### config.mk
export PLATFORM = sky130hd
export DESIGN_NAME = bulk_only_transport_host_sequencer
export DESIGN_NICKNAME = d
export VERILOG_FILES = /design/src/bots_pkg.sv /design/src/bulk_only_transport_host_sequencer.sv /design/src/bots_core.sv /design/src/bots_out_fifo.sv
export SDC_FILE = /design/constraint.sdc
export NUM_CORES = 1
export LEC_CHECK = 0
export ABC_AREA = 1
export BUFFER_PORTS_ARGS = -buffer_cell sky130_fd_sc_hd__buf_2
export CAP_MARGIN = 20
export CORE_UTILIZATION = 30
export CTS_CLUSTER_SIZE = 28
export DETAILED_ROUTE_END_ITERATION = 8
export HOLD_SLACK_MARGIN = 0.15
export PLACE_DENSITY = 0.46
export SLEW_MARGIN = 20
export SYNTH_ARGS = -nofsm -noshare
export SYNTH_HDL_FRONTEND = slang
export SYNTH_SLANG_ARGS = --single-unit
### constraint.sdc
create_clock -name clk -period 13.6 [get_ports clk]
set_input_delay 2.72 -clock clk [delete_from_list [all_inputs] [get_ports clk]]
set_output_delay 2.72 -clock clk [all_outputs]
set_load 0.005 [all_outputs]
### src/bots_pkg.sv
// Package for the bulk-only transport host sequencer: transfer payload types,
// configuration bundle, action, status and event codes, and the phase encoding.
// No dependencies.
package bots_pkg;

    // Input event: one transfer on the input channel.
    typedef struct packed {
        logic [1:0]  mode;
        logic [7:0]  cdb_bytes;
        logic [31:0] req_length;
        logic        direction_in;
        logic        has_buffer;
        logic        xfer_stalled;
        logic        xfer_failed;
        logic [31:0] xfer_bytes;
        logic [31:0] csw_signature;
        logic [31:0] csw_tag;
        logic [7:0]  csw_status;
        logic [31:0] csw_residue;
    } in_t;

    // Result: one transfer on the output channel.
    typedef struct packed {
        logic [2:0]  action;
        logic [3:0]  endpoint;
        logic [31:0] tag_out;
        logic [31:0] length_out;
        logic        direction_out;
        logic [3:0]  status;
        logic [31:0] residue;
        logic        last;
    } out_t;

    // Configuration registers as seen by the sequencer.
    typedef struct packed {
        logic [3:0] bulk_in_endpoint;
        logic [3:0] bulk_out_endpoint;
        logic [7:0] interface_number;
    } cfg_t;

    // Configuration register indexes.
    localparam logic [1:0] REG_BULK_IN   = 2'd0;
    localparam logic [1:0] REG_BULK_OUT  = 2'd1;
    localparam logic [1:0] REG_INTERFACE = 2'd2;

    // Event kinds.
    localparam logic [1:0] MODE_CMD    = 2'd0;
    localparam logic [1:0] MODE_WRAP   = 2'd1;
    localparam logic [1:0] MODE_DATA   = 2'd2;
    localparam logic [1:0] MODE_STATUS = 2'd3;

    // Actions requested of the host controller.
    localparam logic [2:0] ACT_SEND  = 3'd0;
    localparam logic [2:0] ACT_DATA  = 3'd1;
    localparam logic [2:0] ACT_READ  = 3'd2;
    localparam logic [2:0] ACT_CLEAR = 3'd3;
    localparam logic [2:0] ACT_RESET = 3'd4;
    localparam logic [2:0] ACT_DONE  = 3'd5;
    localparam logic [2:0] ACT_IDLE  = 3'd6;

    // Completion status codes.
    localparam logic [3:0] ST_OK        = 4'd0;
    localparam logic [3:0] ST_BAD_CDB   = 4'd1;
    localparam logic [3:0] ST_WRAP_FAIL = 4'd2;
    localparam logic [3:0] ST_DATA_FAIL = 4'd3;
    localparam logic [3:0] ST_SHORT     = 4'd4;
    localparam logic [3:0] ST_BAD_SIG   = 4'd5;
    localparam logic [3:0] ST_TAG_MISS  = 4'd6;
    localparam logic [3:0] ST_PHASE_ERR = 4'd7;
    localparam logic [3:0] ST_CMD_FAIL  = 4'd8;
    localparam logic [3:0] ST_SEQUENCE  = 4'd9;

    // Protocol constants.
    localparam logic [7:0]  MAX_CDB_BYTES = 8'd16;
    localparam logic [31:0] CBW_BYTES     = 32'd31;
    localparam logic [31:0] CSW_BYTES     = 32'd13;
    localparam logic [31:0] CSW_SIGNATURE = 32'h5342_5355;
    localparam logic [7:0]  CSW_GOOD      = 8'h00;
    localparam logic [7:0]  CSW_PHASE     = 8'h02;

    // Exchange phase, one-hot.
    typedef enum logic [3:0] {
        PH_IDLE = 4'b0001,
        PH_CBW  = 4'b0010,
        PH_DATA = 4'b0100,
        PH_CSW  = 4'b1000
    } phase_t;

endpackage

### src/bulk_only_transport_host_sequencer.sv
// Top level of the bulk-only transport host sequencer: configuration registers,
// event register, sequencer core and result queue. Depends on bots_pkg,
// bots_core and bots_out_fifo.
//
//  Port group      Direction  Handshake              Payload
//  in_*            input      in_valid / in_ready    in_item  (in_t)
//  out_*           output     out_valid / out_ready  out_item (out_t)
//  cfg_*           input      cfg_write              cfg_index, cfg_data
//
// An event is registered on acceptance and decided once the result queue has room
// for two results, when its one or two results enter the queue together. One
// event per cycle is sustained while the queue has room for two results; the
// output side drains one result per cycle while out_ready is high.
// Reset leaves the sequencer idle with tag zero and endpoints in 1, out 2.
// A stalled output backs up into the event register and then into in_ready.
module bulk_only_transport_host_sequencer
    import bots_pkg::*;
#(
    parameter int OUT_DEPTH = 4
)
(
    input  logic       clk,
    input  logic       rst_n,
    input  logic       in_valid,
    output logic       in_ready,
    input  in_t        in_item,
    output logic       out_valid,
    input  logic       out_ready,
    output out_t       out_item,
    input  logic       cfg_write,
    input  logic [1:0] cfg_index,
    input  logic [7:0] cfg_data
);

    localparam int FW = $clog2(OUT_DEPTH + 1);

    cfg_t          cfg_reg;
    in_t           item_reg;
    logic          item_valid_reg;
    logic          fire;
    logic          room;
    logic          pop;
    logic          two;
    out_t          res0;
    out_t          res1;
    logic [FW-1:0] fill;

    // Configuration registers.
    always_ff @(posedge clk or negedge rst_n)
    begin
        if (!rst_n)
        begin
            cfg_reg.bulk_in_endpoint  <= 4'd1;
            cfg_reg.bulk_out_endpoint <= 4'd2;
            cfg_reg.interface_number  <= 8'd0;
        end
        else if (cfg_write)
        begin
            case (cfg_index)
                REG_BULK_IN:   cfg_reg.bulk_in_endpoint  <= cfg_data[3:0];
                REG_BULK_OUT:  cfg_reg.bulk_out_endpoint <= cfg_data[3:0];
                REG_INTERFACE: cfg_reg.interface_number  <= cfg_data;
                default:       cfg_reg <= cfg_reg;
            endcase
        end
    end

    // The registered event is decided once the queue can hold two results.
    assign room     = (fill <= FW'(OUT_DEPTH - 2));
    assign fire     = item_valid_reg && room;
    assign in_ready = !item_valid_reg || fire;
    assign pop      = out_valid && out_ready;

    always_ff @(posedge clk or negedge rst_n)
    begin
        if (!rst_n)
        begin
            item_valid_reg <= 1'b0;
        end
        else if (in_ready)
        begin
            item_valid_reg <= in_valid;
        end
    end

    always_ff @(posedge clk)
    begin
        if (in_ready && in_valid)
        begin
            item_reg <= in_item;
        end
    end

    bots_core u_core (
        .clk   (clk),
        .rst_n (rst_n),
        .fire  (fire),
        .item  (item_reg),
        .cfg   (cfg_reg),
        .res0  (res0),
        .res1  (res1),
        .two   (two)
    );

    bots_out_fifo #(
        .DEPTH (OUT_DEPTH)
    ) u_out_fifo (
        .clk   (clk),
        .rst_n (rst_n),
        .push  (fire),
        .two   (two),
        .d0    (res0),
        .d1    (res1),
        .pop   (pop),
        .q     (out_item),
        .valid (out_valid),
        .fill  (fill)
    );

    // The queue never overfills.
    a_fill_bound: assert property (@(posedge clk) disable iff (!rst_n)
        fill <= FW'(OUT_DEPTH))
        else $error("result queue overfilled");

    // A pair of results is queued together.
    a_pair_push: assert property (@(posedge clk) disable iff (!rst_n)
        fire && two && !pop |=> fill == $past(fill) + FW'(2))
        else $error("result pair not queued together");

    // A result that is not the last of its event always has its partner queued.
    a_partner: assert property (@(posedge clk) disable iff (!rst_n)
        out_valid && !out_item.last |-> fill >= FW'(2))
        else $error("first result of a pair without its partner");

endmodule

### src/bots_core.sv
// Sequencer core: exchange state and the single-pass decision logic that
// turns one registered event into one or two results. Depends on bots_pkg.
module bots_core
    import bots_pkg::*;
(
    input  logic clk,
    input  logic rst_n,
    input  logic fire,
    input  in_t  item,
    input  cfg_t cfg,
    output out_t res0,
    output out_t res1,
    output logic two
);

    phase_t      phase_reg, phase_next;
    logic [31:0] tag_reg, tag_next;
    logic [31:0] pend_len_reg, pend_len_next;
    logic        pend_dir_reg, pend_dir_next;
    logic        pend_data_reg, pend_data_next;
    logic [31:0] comp_res_reg, comp_res_next;
    logic        retried_reg, retried_next;

    logic        out_of_seq;
    logic [3:0]  data_ep;
    logic [32:0] short_diff;
    logic [31:0] short_residue;
    logic [31:0] reset_len;

    function automatic out_t mk(input logic [2:0] act, input logic [3:0] ep,
                                input logic [31:0] tag, input logic [31:0] len,
                                input logic dir, input logic [3:0] st,
                                input logic [31:0] res, input logic lst);
        out_t r;
        r.action        = act;
        r.endpoint      = ep;
        r.tag_out       = tag;
        r.length_out    = len;
        r.direction_out = dir;
        r.status        = st;
        r.residue       = res;
        r.last          = lst;
        return r;
    endfunction

    // Shared terms of the decision.
    assign data_ep       = pend_dir_reg ? cfg.bulk_in_endpoint : cfg.bulk_out_endpoint;
    assign short_diff    = {1'b0, pend_len_reg} - {1'b0, item.xfer_bytes};
    assign short_residue = short_diff[32] ? 32'd0 : short_diff[31:0];
    assign reset_len     = {24'd0, cfg.interface_number};

    // An event is out of sequence unless it matches the current phase.
    always_comb
    begin
        case (item.mode)
            MODE_CMD:    out_of_seq = (phase_reg != PH_IDLE);
            MODE_WRAP:   out_of_seq = (phase_reg != PH_CBW);
            MODE_DATA:   out_of_seq = (phase_reg != PH_DATA);
            MODE_STATUS: out_of_seq = (phase_reg != PH_CSW);
            default:     out_of_seq = 1'b1;
        endcase
    end

    // Decision logic: results and next state for the registered event.
    always_comb
    begin
        phase_next     = phase_reg;
        tag_next       = tag_reg;
        pend_len_next  = pend_len_reg;
        pend_dir_next  = pend_dir_reg;
        pend_data_next = pend_data_reg;
        comp_res_next  = comp_res_reg;
        retried_next   = retried_reg;
        two            = 1'b0;
        res0 = mk(ACT_IDLE, 4'd0, tag_reg, 32'd0, 1'b0, ST_SEQUENCE, 32'd0, 1'b1);
        res1 = mk(ACT_IDLE, 4'd0, tag_reg, 32'd0, 1'b0, ST_OK, 32'd0, 1'b1);
        if (!out_of_seq)
        begin
            case (item.mode)
                MODE_CMD:
                begin
                    if (item.cdb_bytes == 8'd0 || item.cdb_bytes > MAX_CDB_BYTES)
                    begin
                        res0 = mk(ACT_DONE, 4'd0, tag_reg, 32'd0, 1'b0, ST_BAD_CDB,
                                  32'd0, 1'b1);
                    end
                    else
                    begin
                        tag_next       = tag_reg + 32'd1;
                        pend_len_next  = item.req_length;
                        pend_dir_next  = item.direction_in;
                        pend_data_next = (item.req_length != 32'd0) && item.has_buffer;
                        comp_res_next  = item.req_length;
                        retried_next   = 1'b0;
                        phase_next     = PH_CBW;
                        res0 = mk(ACT_SEND, cfg.bulk_out_endpoint, tag_reg + 32'd1,
                                  CBW_BYTES, 1'b0, ST_OK, 32'd0, 1'b1);
                    end
                end
                MODE_WRAP:
                begin
                    if (item.xfer_stalled)
                    begin
                        phase_next = PH_IDLE;
                        two        = 1'b1;
                        res0 = mk(ACT_RESET, 4'd0, tag_reg, reset_len, 1'b0, ST_OK,
                                  32'd0, 1'b0);
                        res1 = mk(ACT_DONE, 4'd0, tag_reg, 32'd0, 1'b0, ST_WRAP_FAIL,
                                  32'd0, 1'b1);
                    end
                    else if (item.xfer_failed || item.xfer_bytes != CBW_BYTES)
                    begin
                        phase_next = PH_IDLE;
                        res0 = mk(ACT_DONE, 4'd0, tag_reg, 32'd0, 1'b0, ST_WRAP_FAIL,
                                  32'd0, 1'b1);
                    end
                    else if (pend_data_reg)
                    begin
                        phase_next = PH_DATA;
                        res0 = mk(ACT_DATA, data_ep, tag_reg, pend_len_reg, pend_dir_reg,
                                  ST_OK, 32'd0, 1'b1);
                    end
                    else
                    begin
                        phase_next = PH_CSW;
                        res0 = mk(ACT_READ, cfg.bulk_in_endpoint, tag_reg, CSW_BYTES, 1'b1,
                                  ST_OK, 32'd0, 1'b1);
                    end
                end
                MODE_DATA:
                begin
                    if (item.xfer_stalled)
                    begin
                        comp_res_next = pend_len_reg;
                        phase_next    = PH_CSW;
                        two           = 1'b1;
                        res0 = mk(ACT_CLEAR, data_ep, tag_reg, 32'd0, pend_dir_reg, ST_OK,
                                  32'd0, 1'b0);
                        res1 = mk(ACT_READ, cfg.bulk_in_endpoint, tag_reg, CSW_BYTES, 1'b1,
                                  ST_OK, 32'd0, 1'b1);
                    end
                    else if (item.xfer_failed)
                    begin
                        phase_next = PH_IDLE;
                        res0 = mk(ACT_DONE, 4'd0, tag_reg, 32'd0, 1'b0, ST_DATA_FAIL,
                                  32'd0, 1'b1);
                    end
                    else
                    begin
                        comp_res_next = short_residue;
                        phase_next    = PH_CSW;
                        res0 = mk(ACT_READ, cfg.bulk_in_endpoint, tag_reg, CSW_BYTES, 1'b1,
                                  ST_OK, 32'd0, 1'b1);
                    end
                end
                default:
                begin
                    // Status wrapper received: one retry on the first stall.
                    if (item.xfer_stalled && !retried_reg)
                    begin
                        retried_next = 1'b1;
                        two          = 1'b1;
                        res0 = mk(ACT_CLEAR, cfg.bulk_in_endpoint, tag_reg, 32'd0, 1'b1,
                                  ST_OK, 32'd0, 1'b0);
                        res1 = mk(ACT_READ, cfg.bulk_in_endpoint, tag_reg, CSW_BYTES, 1'b1,
                                  ST_OK, 32'd0, 1'b1);
                    end
                    else
                    begin
                        phase_next = PH_IDLE;
                        res0 = mk(ACT_RESET, 4'd0, tag_reg, reset_len, 1'b0, ST_OK,
                                  32'd0, 1'b0);
                        two  = 1'b1;
                        if (item.xfer_stalled || item.xfer_failed ||
                            item.xfer_bytes != CSW_BYTES)
                        begin
                            res1 = mk(ACT_DONE, 4'd0, tag_reg, 32'd0, 1'b0, ST_SHORT,
                                      32'd0, 1'b1);
                        end
                        else if (item.csw_signature != CSW_SIGNATURE)
                        begin
                            res1 = mk(ACT_DONE, 4'd0, tag_reg, 32'd0, 1'b0, ST_BAD_SIG,
                                      32'd0, 1'b1);
                        end
                        else if (item.csw_tag != tag_reg)
                        begin
                            res1 = mk(ACT_DONE, 4'd0, tag_reg, 32'd0, 1'b0, ST_TAG_MISS,
                                      32'd0, 1'b1);
                        end
                        else if (item.csw_status == CSW_PHASE)
                        begin
                            res1 = mk(ACT_DONE, 4'd0, tag_reg, 32'd0, 1'b0, ST_PHASE_ERR,
                                      32'd0, 1'b1);
                        end
                        else if (item.csw_status != CSW_GOOD)
                        begin
                            two  = 1'b0;
                            res0 = mk(ACT_DONE, 4'd0, tag_reg, 32'd0, 1'b0, ST_CMD_FAIL,
                                      32'd0, 1'b1);
                        end
                        else
                        begin
                            two  = 1'b0;
                            res0 = mk(ACT_DONE, 4'd0, tag_reg, 32'd0, 1'b0, ST_OK,
                                      (item.csw_residue != 32'd0) ? item.csw_residue
                                                                  : comp_res_reg,
                                      1'b1);
                        end
                    end
                end
            endcase
        end
    end

    // Exchange state, updated once per processed event.
    always_ff @(posedge clk or negedge rst_n)
    begin
        if (!rst_n)
        begin
            phase_reg     <= PH_IDLE;
            tag_reg       <= 32'd0;
            pend_len_reg  <= 32'd0;
            pend_dir_reg  <= 1'b0;
            pend_data_reg <= 1'b0;
            comp_res_reg  <= 32'd0;
            retried_reg   <= 1'b0;
        end
        else if (fire)
        begin
            phase_reg     <= phase_next;
            tag_reg       <= tag_next;
            pend_len_reg  <= pend_len_next;
            pend_dir_reg  <= pend_dir_next;
            pend_data_reg <= pend_data_next;
            comp_res_reg  <= comp_res_next;
            retried_reg   <= retried_next;
        end
    end

endmodule

### src/bots_out_fifo.sv
// Result queue: takes one or two results per cycle and hands them out one
// transfer at a time. Depends on bots_pkg.
module bots_out_fifo
    import bots_pkg::*;
#(
    parameter int DEPTH = 4
)
(
    input  logic                       clk,
    input  logic                       rst_n,
    input  logic                       push,
    input  logic                       two,
    input  out_t                       d0,
    input  out_t                       d1,
    input  logic                       pop,
    output out_t                       q,
    output logic                       valid,
    output logic [$clog2(DEPTH+1)-1:0] fill
);

    localparam int PW = $clog2(DEPTH);
    localparam int FW = $clog2(DEPTH + 1);
    localparam logic [PW-1:0] LAST_IDX = PW'(DEPTH - 1);

    out_t          mem [DEPTH];
    logic [PW-1:0] wr_ptr_reg, wr_ptr_next;
    logic [PW-1:0] wr_ptr_inc;
    logic [PW-1:0] rd_ptr_reg, rd_ptr_next;
    logic [FW-1:0] fill_reg, fill_next;
    logic [FW-1:0] push_cnt;

    function automatic logic [PW-1:0] bump(input logic [PW-1:0] p);
        return (p == LAST_IDX) ? '0 : p + PW'(1);
    endfunction

    assign wr_ptr_inc = bump(wr_ptr_reg);
    assign push_cnt   = push ? (two ? FW'(2) : FW'(1)) : FW'(0);

    // Pointer and fill bookkeeping.
    always_comb
    begin
        wr_ptr_next = wr_ptr_reg;
        if (push)
        begin
            wr_ptr_next = two ? bump(wr_ptr_inc) : wr_ptr_inc;
        end
        rd_ptr_next = pop ? bump(rd_ptr_reg) : rd_ptr_reg;
        fill_next   = fill_reg + push_cnt - (pop ? FW'(1) : FW'(0));
    end

    always_ff @(posedge clk or negedge rst_n)
    begin
        if (!rst_n)
        begin
            wr_ptr_reg <= '0;
            rd_ptr_reg <= '0;
            fill_reg   <= '0;
        end
        else
        begin
            wr_ptr_reg <= wr_ptr_next;
            rd_ptr_reg <= rd_ptr_next;
            fill_reg   <= fill_next;
        end
    end

    // Result storage; the second result of a pair goes in the following slot.
    always_ff @(posedge clk)
    begin
        if (push)
        begin
            mem[wr_ptr_reg] <= d0;
            if (two)
            begin
                mem[wr_ptr_inc] <= d1;
            end
        end
    end

    assign q     = mem[rd_ptr_reg];
    assign valid = (fill_reg != '0);
    assign fill  = fill_reg;

endmodule

Word-level counts from Yosys, hierarchy flattened:

Memory sizes are Yosys's and may differ from the RTL's.
Cells that the tools add are included.

* register bits after elaboration: 309
* RAM bits: 436
* input bits: 197
* word-level logic and storage cells: 150
* memories kept: 1

Memories
* u_out_fifo.mem: depth 4, width 109, read ports 1, clocked after memory_dff 0, write ports 2, RTL line bots_out_fifo.sv:25 `out_t mem [DEPTH];`

* $add $sub $neg: 7
* $lt $le $gt $ge: 2
* equal/unequal tests: 20
* multiplexer cells: 62
* bitwise operators: 3
* reductions and logical operators: 29

Operators by type and width (count)
* two-way mux 109 bit: 15
* case mux 109 bit (3 select lines): 2
* two-way mux 108 bit: 4
* two-way mux 32 bit: 5
* two-way mux 107 bit: 1
* case mux 32 bit (2 select lines): 1
* nonzero test 32 bit: 2
* two-way mux 37 bit: 1
* subtractor 32 x 32 -> 33 bit: 1
* adder 32 x 1 -> 32 bit, second input constant: 1
* two-way mux 4 bit: 8
* != test 32 x 31 -> 1 bit, second input constant: 1
* != test 32 bit: 1
* != test 32 x 4 -> 1 bit, second input constant: 1
* != test 32 x 5 -> 1 bit, second input constant: 1
* two-way mux 1 bit: 15
* equality test 2 bit, second input constant: 6
* case mux 4 bit (3 select lines): 1
* two-way mux 2 bit: 5
* AND reduction 5 bit: 2
* equality test 8 x 2 -> 1 bit, second input constant: 1
* > comparator 8 x 5 -> 1 bit, second input constant: 1
* zero test 8 bit: 1
* != test 4 bit, second input constant: 2
* other kinds (24): 44

Longest topological paths before layout:

* depth in word-level cells: 12
* depth in mapped cells: 18
* depth with buffers taken out: 17

Cells and area by module:

From an unflattened synthesis, not the netlist that was laid out.

* cells, all modules: 5422
* area, all modules: 42365.6 sq um

Modules (own cells, without submodules)
* bots_out_fifo: times used 1, cells an instance 3180, area each 24472.2 sq um, sequential area each 13267.7 sq um
* bots_core: times used 1, cells an instance 1975, area each 11692.5 sq um, sequential area each 2578.7 sq um
* bulk_only_transport_host_sequencer: times used 1, cells an instance 267, area each 6200.9 sq um, sequential area each 5893.2 sq um

Worst setup path after synthesis:

Ideal clock, no wire load.

* path kind: input to register
* start: input in_valid
* end: register item_reg[0] in the netlist's numbering (enable)
* data arrival time: 11.504 ns
* data required time: 12.816 ns
* setup slack: 1.313 ns
* stages: 2
* buffers on the path: 0
* path through: inv_1 a21oi_1

* word-level cells in the longest chain between the ends: 1

Ends and longest elaborated chain
* start: declaration: RTL line bulk_only_transport_host_sequencer.sv:24 `input logic in_valid,`
* logical AND 1 bit: RTL line bulk_only_transport_host_sequencer.sv:88 `if (in_ready && in_valid)`
* end signal: assignment: RTL line bulk_only_transport_host_sequencer.sv:90 `item_reg <= in_item;`
* end: declaration: RTL line bulk_only_transport_host_sequencer.sv:38 `in_t item_reg;`

Every way passes these cells.
A chain may end at the register's enable or synchronous reset.

==> flow_summary.json <==
{
  "ctsResizeCount": 0,
  "grt_overflow": 0,
  "peakVddDrop_mv": 0.109,
  "skew_ps": 29.5,
  "ys_types": 59,
  "synth-async-reset-ratio_pct": 17.0,
  "synth-edff-count": 366,
  "fmax_ghz": 0.150,
  "dieArea_um2": 129000,
  "initial_core_util_pct": 30.3,
  "tritoncts": "done",
  "routed_via_density": 5.20,
  "firstDrtPassIters": 6,
  "rr_endpoint": "u_out_fifo.mem[2][79]",
  "vias": 34500,
  "routabilityCongestion": 0.920,
  "postCtsSetupBuffers": 0,
  "maxCapViolations": 0,
  "die_x_um": 359,
  "area_growth_pct": 14.7,
  "finalPower_uw": 8390,
  "p_leak_uw": 0.0178,
  "cts_max_level": 3,
  "drt_iter0_drc": 3597,
  "cts_buffers": 92,
  "path_max_fanout": 113,
  "ant_nets": 0,
  "relSlewSlack_pct": 22.4,
  "cts.path.max_buffers": 3,
  "drt_wl_total_um": 153000,
  "placement.io_buffers": 307,
  "dpl.cell_count": 6458,
  "finalCritPeriodShare_pct": 49.2,
  "rsz0062_at_grt": "no",
  "rows": 130,
  "hp-class": "reg -> reg",
  "wl_per_cell_um": 23.0,
  "cts.clk_slew.worst_paths_ps": 60,
  "clk_latency_ps": 710,
  "power_density_nw_per_um2": 191,
  "final_hold_viol_count": 0,
  "postSynthAreaPerCell_um2": 8.00,
  "nets": 5149,
  "worst_pin_slew_ps": 1160,
  "grt_max_degree": 140,
  "syn_nets": 5020,
  "final_cell_mix": "nand2_1, o21ai_0, nand3_1, nor2_1, edfxtp_1",
  "hpwl_um": 102000,
  "final_common_cell": "nand2_1",
  "startpoint_type": "flip-flop",
  "instances_no_fill": 6631,
  "rr_worst_depth": 10,
  "yosysSeqAreaShare_pct": 50.3,
  "worstPathRequired_ps": 10880,
  "cp-end-kind": "output pin",
  "maxSlewViolCount": 0,
  "r2r_start": "item_reg[180]",
  "synth_cells": 4775,
  "grt_antenna_before_repair": 6,
  "outcome": "completed",
  "core_um2": 126000,
  "netlist_area_um2": 38200,
  "cts_root_buffer": "clkbuf_16",
  "grt_pass1_wl_um": 222000,
  "finalCriticalPeriod_ps": 6680,
  "ioPinCount": 308,
  "grt_pass1_vias": 32700,
  "yosysWarnings": 0,
  "die_h_um": 359,
  "layout_setup_ws_ps": 6920,
  "r2r_slack_ps": 8660,
  "track_usage_pct": 23.1,
  "drcViolationCount": 0,
  "ys.flop_type": "edfxtp_1",
  "antenna_cells": 0,
  "cts.sinks": 745,
  "largest_reg_flops": 436,
  "pre_cts_ws_ps": 7340,
  "setup_viol": 0,
  "crit_arrival_ps": 3960,
  "cts_hold_buf": 0,
  "synth-seq-cells": 745,
  "criticalPathCategory": "reg -> out",
  "crit_path_start": "u_out_fifo.rd_ptr_reg[0]",
  "drive_above_1_share_pct": 11.7,
  "finalSetupTns_ps": 0,
  "crit_end": "out_item[34]"
}
-- where the power goes --
part	switching [µW]	internal [µW]
combinational	2120	750
clock	1030	1380
sequential	268	2830
-- how the worst min path moves through the flow --
stage                          startpoint               endpoint  slack [ps]  cells after the start
floorplan                   item_reg[139]    u_core.pend_dir_reg         420                      2
global placement            item_reg[139]    u_core.pend_dir_reg         450                      2
detailed placement          item_reg[139]    u_core.pend_dir_reg         450                      2
CTS                 u_out_fifo.mem[1][45]  u_out_fifo.mem[1][45]         460                      2
global route        u_out_fifo.mem[1][39]  u_out_fifo.mem[1][39]         470                      2
finish              u_out_fifo.mem[1][45]  u_out_fifo.mem[1][45]         460                      2
-- metrics by stage --
stage	util (%)	cell area (µm²)	hold WS, ps
after global routing	34.8	43800	473
after floorplan	-	38200	418
final	34.8	43800	464
after global placement	32.4	40800	447
after CTS	34.8	43800	463
after detailed placement	32.4	40800	452
-- cell type report --
| type | instances | area (µm²) |
|---|---|---|
| tap | 1650 | 2060 |
| fill | 13300 | 82100 |
| clock buffer | 129 | 2620 |
| timing repair buffer | 356 | 1950 |
| multi-input combinational | 3343 | 16300 |
| clock inverter | 42 | 307 |
| sequential | 745 | 19200 |
| inverter | 366 | 1380 |
-- logic make-up after synthesis --
group | share of synthesized area, %
multiplexers | 0.118
adder cells (fa/ha/maj) | 1.61
buffers and inverters | 7.52
AND/OR/NAND/NOR | 25.4
XOR/XNOR | 1.24
AO/OA/AOI/OAI | 13.8
flip-flops | 50.3
-- synth_stat cells, types with 39 or more instances --
cell	count	share of area (%)
dfrtp_1	124	8.1
dfxtp_1	252	13
buf_2	39	0.51
a21oi_1	135	1.8
nor2_1	491	4.8
o22ai_1	135	2.2
nand4_1	48	0.79
nand2_1	1088	11
ha_1	46	1.5
xor2_1	49	1.1
o21ai_0	558	7.3
edfxtp_1	366	29
inv_1	346	3.4
nor3_1	47	0.62
nand3_1	527	6.9
clkbuf_1	197	1.9
-- worst max-delay path: stages, from the launching register on --
cell and delay (ps):
dfrtp_4 740, inv_6 760, buf_6 750, o21ai_0 170, o22ai_1 520, buf_2 220
-- layer usage --
| layer | part of all wire [%] | routed length (µm) | track usage, % |
|---|---|---|---|
| met1 | 46 | 70100 | 32.5 |
| met2 | 43 | 66300 | 35.1 |
| met3 | 7.7 | 11700 | 4.65 |
| met4 | 2.9 | 4400 | 7.70 |
| met5 | 0.011 | 17 | 0 |
Note: power is estimated with default switching activity, not from simulation.
